==> src/hdl/hilbert_tile_distributor_macros.svh <==
// Assertion macros for the Hilbert tile distributor.
// Expects clk and rst_n in the scope of each use.
`ifndef HILBERT_TILE_DISTRIBUTOR_MACROS_SVH
`define HILBERT_TILE_DISTRIBUTOR_MACROS_SVH

// Consequent must hold in the same cycle as the antecedent.
`define HTD_ASSERT_SAME(label, ante, cons) \
    label: assert property (@(posedge clk) disable iff (!rst_n) (ante) |-> (cons)) \
        else $error("htd check failed");

// Consequent must hold in the cycle after the antecedent.
`define HTD_ASSERT_NEXT(label, ante, cons) \
    label: assert property (@(posedge clk) disable iff (!rst_n) (ante) |=> (cons)) \
        else $error("htd check failed");

`endif

==> src/hdl/htd_pkg.sv <==
// Shared types and constants for the Hilbert tile distributor.
// No dependencies.
package htd_pkg;

    localparam int INDEX_W   = 16;
    localparam int CFG_IDX_W = 3;
    localparam int CFG_DATA_W = 9;
    localparam int ORDER_W   = 4;
    localparam int TILE_W    = 9;
    localparam int UCNT_W    = 4;
    localparam int UNIT_W    = 3;
    localparam int COORD_OUT_W = 8;
    localparam int CMD_W     = 32;

    localparam logic [CMD_W-1:0] CMD_TILE_BASE = 32'hB800_0000;

    typedef enum logic [CFG_IDX_W-1:0] {
        REG_CURVE_ORDER = 3'd0,
        REG_TILE_WIDTH  = 3'd1,
        REG_TILE_HEIGHT = 3'd2,
        REG_UNIT_COUNT  = 3'd3
    } cfg_reg_t;

    // control carried along the chain with each word
    typedef struct packed {
        logic valid;
    } stage_ctrl_t;

endpackage

==> src/hdl/htd_cell.sv <==
// One curve level of the d2xy walk, registered.
// Depends on htd_pkg.
module htd_cell #(
    parameter int LEVEL = 0,
    parameter int CW    = 8
) (
    input  logic                              clk,
    input  logic                              rst_n,
    input  logic                              en,
    input  logic [htd_pkg::ORDER_W-1:0]       curve_order,
    input  htd_pkg::stage_ctrl_t              ctrl_in,
    input  logic [htd_pkg::INDEX_W-1:0]       idx_in,
    input  logic [CW-1:0]                     x_in,
    input  logic [CW-1:0]                     y_in,
    output htd_pkg::stage_ctrl_t              ctrl_out,
    output logic [htd_pkg::INDEX_W-1:0]       idx_out,
    output logic [CW-1:0]                     x_out,
    output logic [CW-1:0]                     y_out
);

    localparam logic [CW-1:0] LOW_MASK = (CW'(1) << LEVEL) - CW'(1);

    htd_pkg::stage_ctrl_t              ctrl_reg;
    logic [htd_pkg::INDEX_W-1:0]       idx_reg, idx_next;
    logic [CW-1:0]                     x_reg, x_next;
    logic [CW-1:0]                     y_reg, y_next;
    logic                              active;
    logic                              qx, qy;
    logic [CW-1:0]                     xr, yr;

    // levels at or above the configured order pass x and y through untouched
    assign active = (32'(curve_order) > LEVEL);
    assign qx     = idx_in[1];
    assign qy     = idx_in[0] ^ idx_in[1];

    always_comb
    begin
        xr = x_in;
        yr = y_in;
        if (!qy)
        begin
            if (qx)
            begin
                // reflect within the lower levels
                xr = y_in ^ LOW_MASK;
                yr = x_in ^ LOW_MASK;
            end
            else
            begin
                xr = y_in;
                yr = x_in;
            end
        end
        idx_next = idx_in >> 2;
        if (active)
        begin
            x_next = xr | (CW'(qx) << LEVEL);
            y_next = yr | (CW'(qy) << LEVEL);
        end
        else
        begin
            x_next = x_in;
            y_next = y_in;
        end
    end

    always_ff @(posedge clk or negedge rst_n)
    begin
        if (!rst_n)
            ctrl_reg <= '0;
        else if (en)
            ctrl_reg <= ctrl_in;
    end

    always_ff @(posedge clk)
    begin
        if (en)
        begin
            idx_reg <= idx_next;
            x_reg   <= x_next;
            y_reg   <= y_next;
        end
    end

    assign ctrl_out = ctrl_reg;
    assign idx_out  = idx_reg;
    assign x_out    = x_reg;
    assign y_out    = y_reg;

endmodule

==> src/hdl/htd_dispatch.sv <==
// Bounds check, round-robin unit pointer and output register.
// Depends on htd_pkg.
module htd_dispatch #(
    parameter int CW        = 8,
    parameter int MAX_UNITS = 8
) (
    input  logic                              clk,
    input  logic                              rst_n,
    input  logic                              en,
    input  htd_pkg::stage_ctrl_t              ctrl_in,
    input  logic [CW-1:0]                     x_in,
    input  logic [CW-1:0]                     y_in,
    input  logic [htd_pkg::TILE_W-1:0]        tile_width,
    input  logic [htd_pkg::TILE_W-1:0]        tile_height,
    input  logic [htd_pkg::UCNT_W-1:0]        unit_count,
    output logic                              out_valid,
    output logic                              out_inside,
    output logic [htd_pkg::COORD_OUT_W-1:0]   out_x,
    output logic [htd_pkg::COORD_OUT_W-1:0]   out_y,
    output logic [htd_pkg::UNIT_W-1:0]        out_unit,
    output logic [htd_pkg::CMD_W-1:0]         out_cmd
);

    localparam int CMPW = (CW > htd_pkg::TILE_W) ? CW : htd_pkg::TILE_W;
    localparam logic [htd_pkg::UCNT_W-1:0] UNITS_CAP = htd_pkg::UCNT_W'(MAX_UNITS);

    logic                              valid_reg;
    logic                              inside_reg, inside_next;
    logic [htd_pkg::COORD_OUT_W-1:0]   x_reg, y_reg;
    logic [htd_pkg::UNIT_W-1:0]        unit_reg, unit_next;
    logic [htd_pkg::CMD_W-1:0]         cmd_reg, cmd_next;
    logic [htd_pkg::UNIT_W-1:0]        next_unit_reg, next_unit_next;
    logic [htd_pkg::UCNT_W-1:0]        cnt_eff, cur, cur_inc;
    logic [htd_pkg::COORD_OUT_W-1:0]   x8, y8;

    assign x8 = htd_pkg::COORD_OUT_W'(x_in);
    assign y8 = htd_pkg::COORD_OUT_W'(y_in);

    always_comb
    begin
        inside_next = (CMPW'(x_in) < CMPW'(tile_width)) &&
                      (CMPW'(y_in) < CMPW'(tile_height));
        if (unit_count == '0)
            cnt_eff = htd_pkg::UCNT_W'(1);
        else if (unit_count > UNITS_CAP)
            cnt_eff = UNITS_CAP;
        else
            cnt_eff = unit_count;
        // stale pointer after the count was lowered restarts at unit 0
        cur     = (htd_pkg::UCNT_W'(next_unit_reg) < cnt_eff) ?
                  htd_pkg::UCNT_W'(next_unit_reg) : '0;
        cur_inc = cur + htd_pkg::UCNT_W'(1);
        next_unit_next = next_unit_reg;
        unit_next      = '0;
        cmd_next       = '0;
        if (inside_next)
        begin
            unit_next      = htd_pkg::UNIT_W'(cur);
            next_unit_next = (cur_inc >= cnt_eff) ? '0 : htd_pkg::UNIT_W'(cur_inc);
            cmd_next       = htd_pkg::CMD_TILE_BASE | {16'b0, y8, x8};
        end
    end

    always_ff @(posedge clk or negedge rst_n)
    begin
        if (!rst_n)
        begin
            valid_reg     <= 1'b0;
            next_unit_reg <= '0;
        end
        else if (en)
        begin
            valid_reg <= ctrl_in.valid;
            if (ctrl_in.valid)
                next_unit_reg <= next_unit_next;
        end
    end

    always_ff @(posedge clk)
    begin
        if (en && ctrl_in.valid)
        begin
            inside_reg <= inside_next;
            x_reg      <= x8;
            y_reg      <= y8;
            unit_reg   <= unit_next;
            cmd_reg    <= cmd_next;
        end
    end

    assign out_valid  = valid_reg;
    assign out_inside = inside_reg;
    assign out_x      = x_reg;
    assign out_y      = y_reg;
    assign out_unit   = unit_reg;
    assign out_cmd    = cmd_reg;

endmodule

==> src/hdl/hilbert_tile_distributor.sv <==
// An input word passes one register per curve level in the cell chain and one for
// dispatch on its way to the output word. Throughput: one word per cycle;
// the whole chain advances whenever the output register is empty or being taken.
// Reset: asynchronous, active low; clears word valids and the unit pointer, and
// sets curve_order, tile_width, tile_height to 0 and unit_count to 1.
// Top level of the Hilbert tile distributor; uses htd_pkg, htd_cell, htd_dispatch.
`include "hilbert_tile_distributor_macros.svh"

module hilbert_tile_distributor #(
    parameter int MAX_ORDER = 8,
    parameter int MAX_UNITS = 8
) (
    input  logic                                clk,
    input  logic                                rst_n,
    // configuration
    input  logic                                cfg_we,
    input  logic [htd_pkg::CFG_IDX_W-1:0]       cfg_index,
    input  logic [htd_pkg::CFG_DATA_W-1:0]      cfg_data,
    // input stream
    input  logic                                s_tvalid,
    output logic                                s_tready,
    input  logic [15:0]                         s_tdata,  // [15:0] curve_index
    // output stream
    output logic                                m_tvalid,
    input  logic                                m_tready,
    // [7:0] tile_x, [15:8] tile_y, [18:16] unit_select, [50:19] command_word,
    // [55:51] zero
    output logic [55:0]                         m_tdata,
    output logic                                m_tuser   // [0] inside_res
);

    localparam int CW = MAX_ORDER;

    logic [htd_pkg::ORDER_W-1:0]  curve_order_reg;
    logic [htd_pkg::TILE_W-1:0]   tile_width_reg;
    logic [htd_pkg::TILE_W-1:0]   tile_height_reg;
    logic [htd_pkg::UCNT_W-1:0]   unit_count_reg;

    logic                         adv;

    htd_pkg::stage_ctrl_t         ctrl_chain [MAX_ORDER+1];
    logic [htd_pkg::INDEX_W-1:0]  idx_chain  [MAX_ORDER+1];
    logic [CW-1:0]                x_chain    [MAX_ORDER+1];
    logic [CW-1:0]                y_chain    [MAX_ORDER+1];

    logic                         d_inside;
    logic [7:0]                   d_x, d_y;
    logic [2:0]                   d_unit;
    logic [31:0]                  d_cmd;

    always_ff @(posedge clk or negedge rst_n)
    begin
        if (!rst_n)
        begin
            curve_order_reg <= '0;
            tile_width_reg  <= '0;
            tile_height_reg <= '0;
            unit_count_reg  <= htd_pkg::UCNT_W'(1);
        end
        else if (cfg_we)
        begin
            unique case (cfg_index)
                htd_pkg::REG_CURVE_ORDER: curve_order_reg <= htd_pkg::ORDER_W'(cfg_data);
                htd_pkg::REG_TILE_WIDTH:  tile_width_reg  <= cfg_data;
                htd_pkg::REG_TILE_HEIGHT: tile_height_reg <= cfg_data;
                htd_pkg::REG_UNIT_COUNT:  unit_count_reg  <= htd_pkg::UCNT_W'(cfg_data);
                default: ;
            endcase
        end
    end

    assign adv      = !m_tvalid || m_tready;
    assign s_tready = adv;

    assign ctrl_chain[0].valid = s_tvalid;
    assign idx_chain[0]        = s_tdata;
    assign x_chain[0]          = '0;
    assign y_chain[0]          = '0;

    // finest level first
    for (genvar g = 0; g < MAX_ORDER; g++)
    begin : g_cell
        htd_cell #(
            .LEVEL (g),
            .CW    (CW)
        ) u_cell (
            .clk         (clk),
            .rst_n       (rst_n),
            .en          (adv),
            .curve_order (curve_order_reg),
            .ctrl_in     (ctrl_chain[g]),
            .idx_in      (idx_chain[g]),
            .x_in        (x_chain[g]),
            .y_in        (y_chain[g]),
            .ctrl_out    (ctrl_chain[g+1]),
            .idx_out     (idx_chain[g+1]),
            .x_out       (x_chain[g+1]),
            .y_out       (y_chain[g+1])
        );
    end

    htd_dispatch #(
        .CW        (CW),
        .MAX_UNITS (MAX_UNITS)
    ) u_dispatch (
        .clk         (clk),
        .rst_n       (rst_n),
        .en          (adv),
        .ctrl_in     (ctrl_chain[MAX_ORDER]),
        .x_in        (x_chain[MAX_ORDER]),
        .y_in        (y_chain[MAX_ORDER]),
        .tile_width  (tile_width_reg),
        .tile_height (tile_height_reg),
        .unit_count  (unit_count_reg),
        .out_valid   (m_tvalid),
        .out_inside  (d_inside),
        .out_x       (d_x),
        .out_y       (d_y),
        .out_unit    (d_unit),
        .out_cmd     (d_cmd)
    );

    assign m_tdata = {5'b0, d_cmd, d_unit, d_y, d_x};
    assign m_tuser = d_inside;

    `HTD_ASSERT_SAME(a_outside_zero, m_tvalid && !m_tuser, m_tdata[50:16] == '0)
    `HTD_ASSERT_SAME(a_cmd_coords, m_tvalid && m_tuser, m_tdata[34:19] == m_tdata[15:0])
    `HTD_ASSERT_SAME(a_cmd_base, m_tvalid && m_tuser,
                     m_tdata[50:35] == htd_pkg::CMD_TILE_BASE[31:16])
    `HTD_ASSERT_SAME(a_stall_blocks_input, m_tvalid && !m_tready, !s_tready)

endmodule
==> config.mk <==
export PLATFORM = sky130hd
export DESIGN_NAME = hilbert_tile_distributor
export DESIGN_NICKNAME = d
export VERILOG_FILES = /design/src/hdl/htd_pkg.sv /design/src/hdl/htd_cell.sv /design/src/hdl/htd_dispatch.sv /design/src/hdl/hilbert_tile_distributor.sv
export VERILOG_INCLUDE_DIRS = /design/src /design/src/hdl
export SDC_FILE = /design/constraint.sdc
export NUM_CORES = 1
export LEC_CHECK = 0
export ABC_CLOCK_PERIOD_IN_PS = 6300
export BUFFER_PORTS_ARGS = -buffer_cell sky130_fd_sc_hd__buf_2
export CAP_MARGIN = 25
export CORE_MARGIN = 3
export CORE_UTILIZATION = 55
export DETAILED_ROUTE_END_ITERATION = 10
export GPL_ROUTABILITY_DRIVEN = 0
export PLACE_DENSITY_LB_ADDON = 0.05
export SYNTH_ARGS = -nofsm -noshare
export SYNTH_HDL_FRONTEND = slang
export SYNTH_SLANG_ARGS = --single-unit
==> constraint.sdc <==
create_clock -name clk -period 6.3 [get_ports clk]
set_clock_uncertainty 0.15 [all_clocks]
set_input_delay 0.315 -clock clk [delete_from_list [all_inputs] [get_ports clk]]
set_output_delay 0.315 -clock clk [all_outputs]
set_load 0.005 [all_outputs]
==> impl_metrics.ini, run 1 <==
[status]
status = complete, no violations

[cells_and_area]
syn2layout_area_growth_pct = 16.4
finalCoreUtilization_pct = 66.0
nFillCells = 1200
layout_commonest_cell = edfxtp_1
drive_gt1_share_pct = 17.3
largest_reg_flops = 56
fin_nets = 878
layout_common_cells = 164 x edfxtp_1, 74 x buf_2, 68 x o21ai_0
antennaDiodeCount = 0

[routing]
drt-initial-drc-count = 287
first_pass_iters = 5
viasPerCell = 5.34
post_drt_wl_per_cell_um = 14.5
wl_met3_um = 743
vias = 5632
met1Wirelength_um = 6320
drtAntennaViolNets = 0
totalWireLength_um = 15300
dr.max_layer_used = met4
drc = 0
wl_met2_um = 7840

[floorplan]
core-area_mm2 = 0.0160
rows = 46
die_area_mm2 = 0.0181
ios = 92
die_y_um = 134
die_w_um = 134
initial_utilization_pct = 56.7

[global_routing]
grt_usage_pct = 17.4
grt_pass1_vias = 5453
antenna_found_initial = 0
grt-ovfl-total = 0
grt_pass1_wl_um = 25900
grt_max_degree = 79

[pwr]
powerDensity_mw_per_mm2 = 519
power.leakage_nw = 4.05
power_mw = 5.47
vdd_drop_max_mv = 0.305

[synthesis]
ys_warn_count = 0
synth-seq-cells = 202
synthCells = 740
synth.avg_cell_area_um2 = 12.3
synthArstFlopShare_pct = 18.8
synth.area.top_cells = edfxtp_1 54%, dfrtp_1 10%, o21ai_0 3.8%
synth-xor-area-share_pct = 3.77
synth_edf_count = 164
synth_cell_type_count = 45
seq_area_frac_synth_pct = 64.8
synth_top_area_share_pct = 54.3
synth_top_family_by_area = compound AO/OA/AOI/OAI gates
synth-compound-area-share_pct = 10.7
syn_area_mm2 = 0.00907
synthFlopType = edfxtp_1
synth.area.mux_share_pct = 2.48
synth_fa_ha_area_share_pct = 2.90
synth_simple_gate_area_share_pct = 10.7
post-synth-top-area-cell = edfxtp_1

[critical_path]
crit_chain = inv_1 -> nand2_1 -> ha_1 -> or4_4 -> nor2_4 -> nor2_1 -> nor2_1 -> ha_1 -> xor2_1 -> inv_1 -> ha_1 -> o211ai_1 -> nand2_1 -> o32ai_1
endpoint_kind = flop
arrival_ns = 3.69
worstPathRequired_ns = 6.51
cp_num_buf_inv = 2
crit_family = simple AND/OR/NAND/NOR gates
crit_type = reg2reg
crit_top_cell = ha_1
cp_slowest_cell = or4_4
worst_path_largest_cell_delay_ns = 0.55
cp_max_fo = 6
startpoint_type = flop

[cts]
htreeDepth = 1
cts_resized = 0
clk_latency_ns = 0.49
postCtsSetupBuffers = 0
cts_made_buffers = 22
clk_pin_slew_ns = 0.06
cts-root-buf = clkbuf_16
cts_tree = done
clock-sinks = 202
clock_path_buffers = 3

[place]
place_hpwl_um = 10100
pre_cts_ws_ns = 2.90
io_buffer_count = 74

[timing]
slew_viol_final = 0
tightest_slew_ns = 0.922
hold_violations = 0
grt_setup_unrepaired = false
fin_crit_ns = 3.48
fin_ws_ns = 2.82
setup_tns_ns = 0
finalCritPeriodShare_pct = 55.2
slew_headroom_pct = 38.6
max_freq_mhz = 287
setup_viol = 0

[hold_path]
hp-class = in2reg

[run]
max_cap_violations = 0
-- synth_stat cells (5+ instances only) --
master	number
o31a_1	8
clkbuf_1	31
o21ai_0	68
nand2_1	55
inv_1	23
buf_4	23
o21ai_1	5
dfrtp_1	37
nor3_1	7
and2_1	21
nand2b_1	14
nor2b_1	12
buf_2	7
edfxtp_1	164
ha_1	21
nand3_1	27
nor2_1	49
a21oi_1	51
xnor2_1	38
o22ai_1	28
mux2_2	20
-- area by class of cell --
cell class                 instances  area, um^2  share of cell area, %
multi-input combinational        467        2850                   27.0
tap                              216         270                   2.56
inverter                          24        90.1                  0.853
clock buffer                      28         594                   5.63
clock inverter                    11         158                   1.49
timing repair buffer             107         713                   6.76
sequential                       202        5880                   55.7
-- where the power goes --
part | internal (mW) | leakage (nW) | switching, mW | total [mW]
clock network | 0.829 | 0.361 | 0.488 | 1.32
logic | 0.709 | 1.59 | 0.811 | 1.52
registers | 2.22 | 2.10 | 0.418 | 2.64
-- per-stage QoR --
stage,instances,hold slack [ns],cell area (um^2)
finish,1055,0.00842,10600
global route,1055,0.0147,10600
CTS,1051,0.00297,10500
detailed placement,987,0.255,9490
global placement,987,0.250,9490
floorplan,756,-0.131,9130
-- final timing paths --
path | endpoint | cells after the start | from | slack, ns
max | u_dispatch.next_unit_reg[2] | 14 | unit_count_reg[3] | 2.82
min | curve_order_reg[2] | 2 | cfg_data[2] | 0.008
max reg2reg | u_dispatch.next_unit_reg[2] | 14 | unit_count_reg[3] | 2.82
min reg2reg | g_cell[5].u_cell.idx_out[1] | 0 | g_cell[4].u_cell.idx_out[3] | 0.26
max in group asynchronous | tile_width_reg[5] | 2 | rst_n | 5.13
min in group asynchronous | u_dispatch.next_unit_reg[1] | 2 | rst_n | 0.31
-- cells by family after synthesis --
group,count (synthesis)
flops,202
fa+ha+maj,21
xor+xnor,39
mux,20
compound gates,172
buf+inv,87
simple gates,198
other cells,1
-- timing repair --
item | CTS | global route
endpoints found under the hold margin | 73 | 0
hold buffers | 25 | 0
endpoints found under the setup margin | 0 | 0
-- worst register-to-register path, stage by stage (launching register included) --
cell and delay [ns]:
dfrtp_1 0.44, inv_1 0.12, nand2_1 0.09, ha_1 0.23
or4_4 0.55, nor2_4 0.12, nor2_1 0.07, nor2_1 0.10
ha_1 0.16, xor2_1 0.20, inv_1 0.08, ha_1 0.28
o211ai_1 0.32, nand2_1 0.11, o32ai_1 0.33
-- metal layers --
| layer | up-vias | global-route usage [%] |
|---|---|---|
| met5 | - | 0 |
| met4 | 0 | 6.11 |
| met3 | 36 | 2.89 |
| met2 | 130 | 31.2 |
| met1 | 2666 | 21.4 |
| li1 | 2800 | - |
(Power assumes the default switching activity.)
==> run 2, diff against run 1 <==
--- a/config.mk
+++ b/config.mk
@@ -6,11 +6,11 @@
 export SDC_FILE = /design/constraint.sdc
 export NUM_CORES = 1
 export LEC_CHECK = 0
-export ABC_CLOCK_PERIOD_IN_PS = 6300
+export ABC_CLOCK_PERIOD_IN_PS = 3100
 export BUFFER_PORTS_ARGS = -buffer_cell sky130_fd_sc_hd__buf_2
 export CAP_MARGIN = 25
 export CORE_MARGIN = 3
-export CORE_UTILIZATION = 55
+export CORE_UTILIZATION = 53
 export DETAILED_ROUTE_END_ITERATION = 10
 export GPL_ROUTABILITY_DRIVEN = 0
 export PLACE_DENSITY_LB_ADDON = 0.05
==> constraint.sdc (replaced) <==
create_clock -name clk -period 3.1 [get_ports clk]
set_clock_uncertainty 0.15 [all_clocks]
set_input_delay 0.155 -clock clk [delete_from_list [all_inputs] [get_ports clk]]
set_output_delay 0.155 -clock clk [all_outputs]
set_load 0.005 [all_outputs]
==> impl_metrics.ini, run 2 (synthesis gave the netlist of run 1 again) <==
[status]
status = complete, but fails checks
violations = negative setup slack

[hold_path]
hold_depth = 4
hp-class = in2reg
min_from = cfg_we

[timing]
hold_violations = 0
fin_ws_ns = -0.0820
slew_viol_final = 0
fin_crit_ns = 3.18
setup_viol = 3
finalCritPeriodShare_pct = 103
setup_tns_ns = -0.151
grt_setup_unrepaired = true
slew_headroom_pct = 37.9
max_freq_mhz = 314
tightest_slew_ns = 0.932

[routing]
drt-initial-drc-count = 273
drc = 0
post_drt_wl_per_cell_um = 14.6
viasPerCell = 5.27
totalWireLength_um = 15600
vias = 5643
drtAntennaViolNets = 0
first_pass_iters = 4

[cts]
clk_latency_ns = 0.48
clk_pin_slew_ns = 0.06
cts_made_buffers = 21
clock-sinks = 202
cts-root-buf = clkbuf_16
clock_path_buffers = 3
htreeDepth = 1
cts_tree = done

[cells_and_area]
antennaDiodeCount = 0
drive_gt1_share_pct = 19.3
layout_common_cells = 164 x edfxtp_1, 74 x buf_2, 68 x o21ai_0
layout.cells.non_filler = 1070
layout_commonest_cell = edfxtp_1
largest_reg_flops = 56
fin_area_mm2 = 0.0106
syn2layout_area_growth_pct = 16.8
fin_nets = 893

[floorplan]
ios = 92
die_y_um = 137
rows = 47
die_w_um = 137
initial_utilization_pct = 54.5
die_area_mm2 = 0.0187
core-area_mm2 = 0.0166

[critical_path]
crit_type = reg2reg
r2r_cells = 17
startpoint_type = flop
cp_slowest_cell = dfrtp_1
crit_chain = inv_2 -> nand2_1 -> ha_2 -> buf_4 -> nor3_2 -> or3_4 -> nor2_4 -> nor2_2 -> ha_2 -> xor2_2 -> inv_1 -> ha_2 -> a211o_1 -> o211ai_1 -> buf_4 -> nand4_1 -> o221ai_2
endpoint_kind = flop
arrival_ns = 3.43
cp_num_cells = 17
cp_num_buf_inv = 4
reg2reg_from = unit_count_reg[3]
worstReg2RegEnd = u_dispatch.next_unit_reg[0]
crit_family = simple AND/OR/NAND/NOR gates
reg2reg_slack_ns = -0.08
critPathLaunch = unit_count_reg[3]
worstPathRequired_ns = 3.35
cp_max_fo = 3
worst_path_largest_cell_delay_ns = 0.38
critPathCapture = u_dispatch.next_unit_reg[0]
crit_top_cell = ha_2

[place]
io_buffer_count = 74
place_area_mm2 = 0.00955
dp_cells = 996
place_hpwl_um = 10000
pre_cts_ws_ns = -0.177

[pwr]
powerDensity_mw_per_mm2 = 1020
power.leakage_nw = 4.05
vdd_drop_max_mv = 0.542
power_mw = 10.8

[global_routing]
antenna_found_initial = 0
met3_usage_pct = 2.83
use_met1_pct = 21.2
grt_max_degree = 139
grt_use_met2_pct = 30.5
top_usage_layer = met2
grt-ovfl-total = 0
grt_pass1_wl_um = 25800
grt_pass1_vias = 5448
grt_usage_pct = 16.9

[run]
max_cap_violations = 0
## run 2: metrics by stage
stage,hold WS [ns],utilization (%)
floorplan,-0.291,-
global placement,0.162,57.4
detailed placement,0.173,57.4
CTS,0.0172,63.4
global route,0.0498,63.7
finish,0.0334,63.7
## run 2: repair_timing
action | in CTS | in global routing
resized for setup | 13 | 7
buffers inserted | 9 | 1
hold endpoints to repair | 80 | 0
pin swaps | 8 | 3
setup endpoints to repair | 3 | 3
hold buffers | 30 | 0
## run 2: power breakdown
part / total, mW / switching [mW] / leakage [nW] / internal [mW]
logic: 3.31 / 1.77 / 1.67 / 1.55
clock network: 2.18 / 0.920 / 0.284 / 1.26
registers: 5.32 / 0.805 / 2.10 / 4.51
total: 10.8 / 3.49 / 4.05 / 7.32
## run 2: worst min-delay path by stage
stage | to | slack [ns]
after global placement | tile_width_reg[5] | 0.16
final | tile_height_reg[2] | 0.03
after CTS | tile_height_reg[2] | 0.02
after floorplan | curve_order_reg[0] | -0.29
after global routing | tile_height_reg[2] | 0.05
after detailed placement | u_dispatch.next_unit_reg[2] | 0.17
## run 2: worst min-delay path, cell delays in order
cell and delay [ns]:
buf_2 0.12, nor4bb_2 0.20, nand2_1 0.07, o21ai_0 0.07
## run 2: metal layers
layer  wire, um  part of all wire, %
met2       7950                   51
met1       6590                   42
met3        753                  4.8
met4        320                  2.1
met5          0                    0
## run 2: area by class of cell
class | count | area, um^2
clock inverters | 4 | 16.3
clock buffers | 30 | 569
flip-flops and latches | 202 | 5880
multi-input cells | 467 | 2940
repair buffers | 123 | 826
well taps | 220 | 275
fillers | 1280 | 6050
inverters | 24 | 90.1
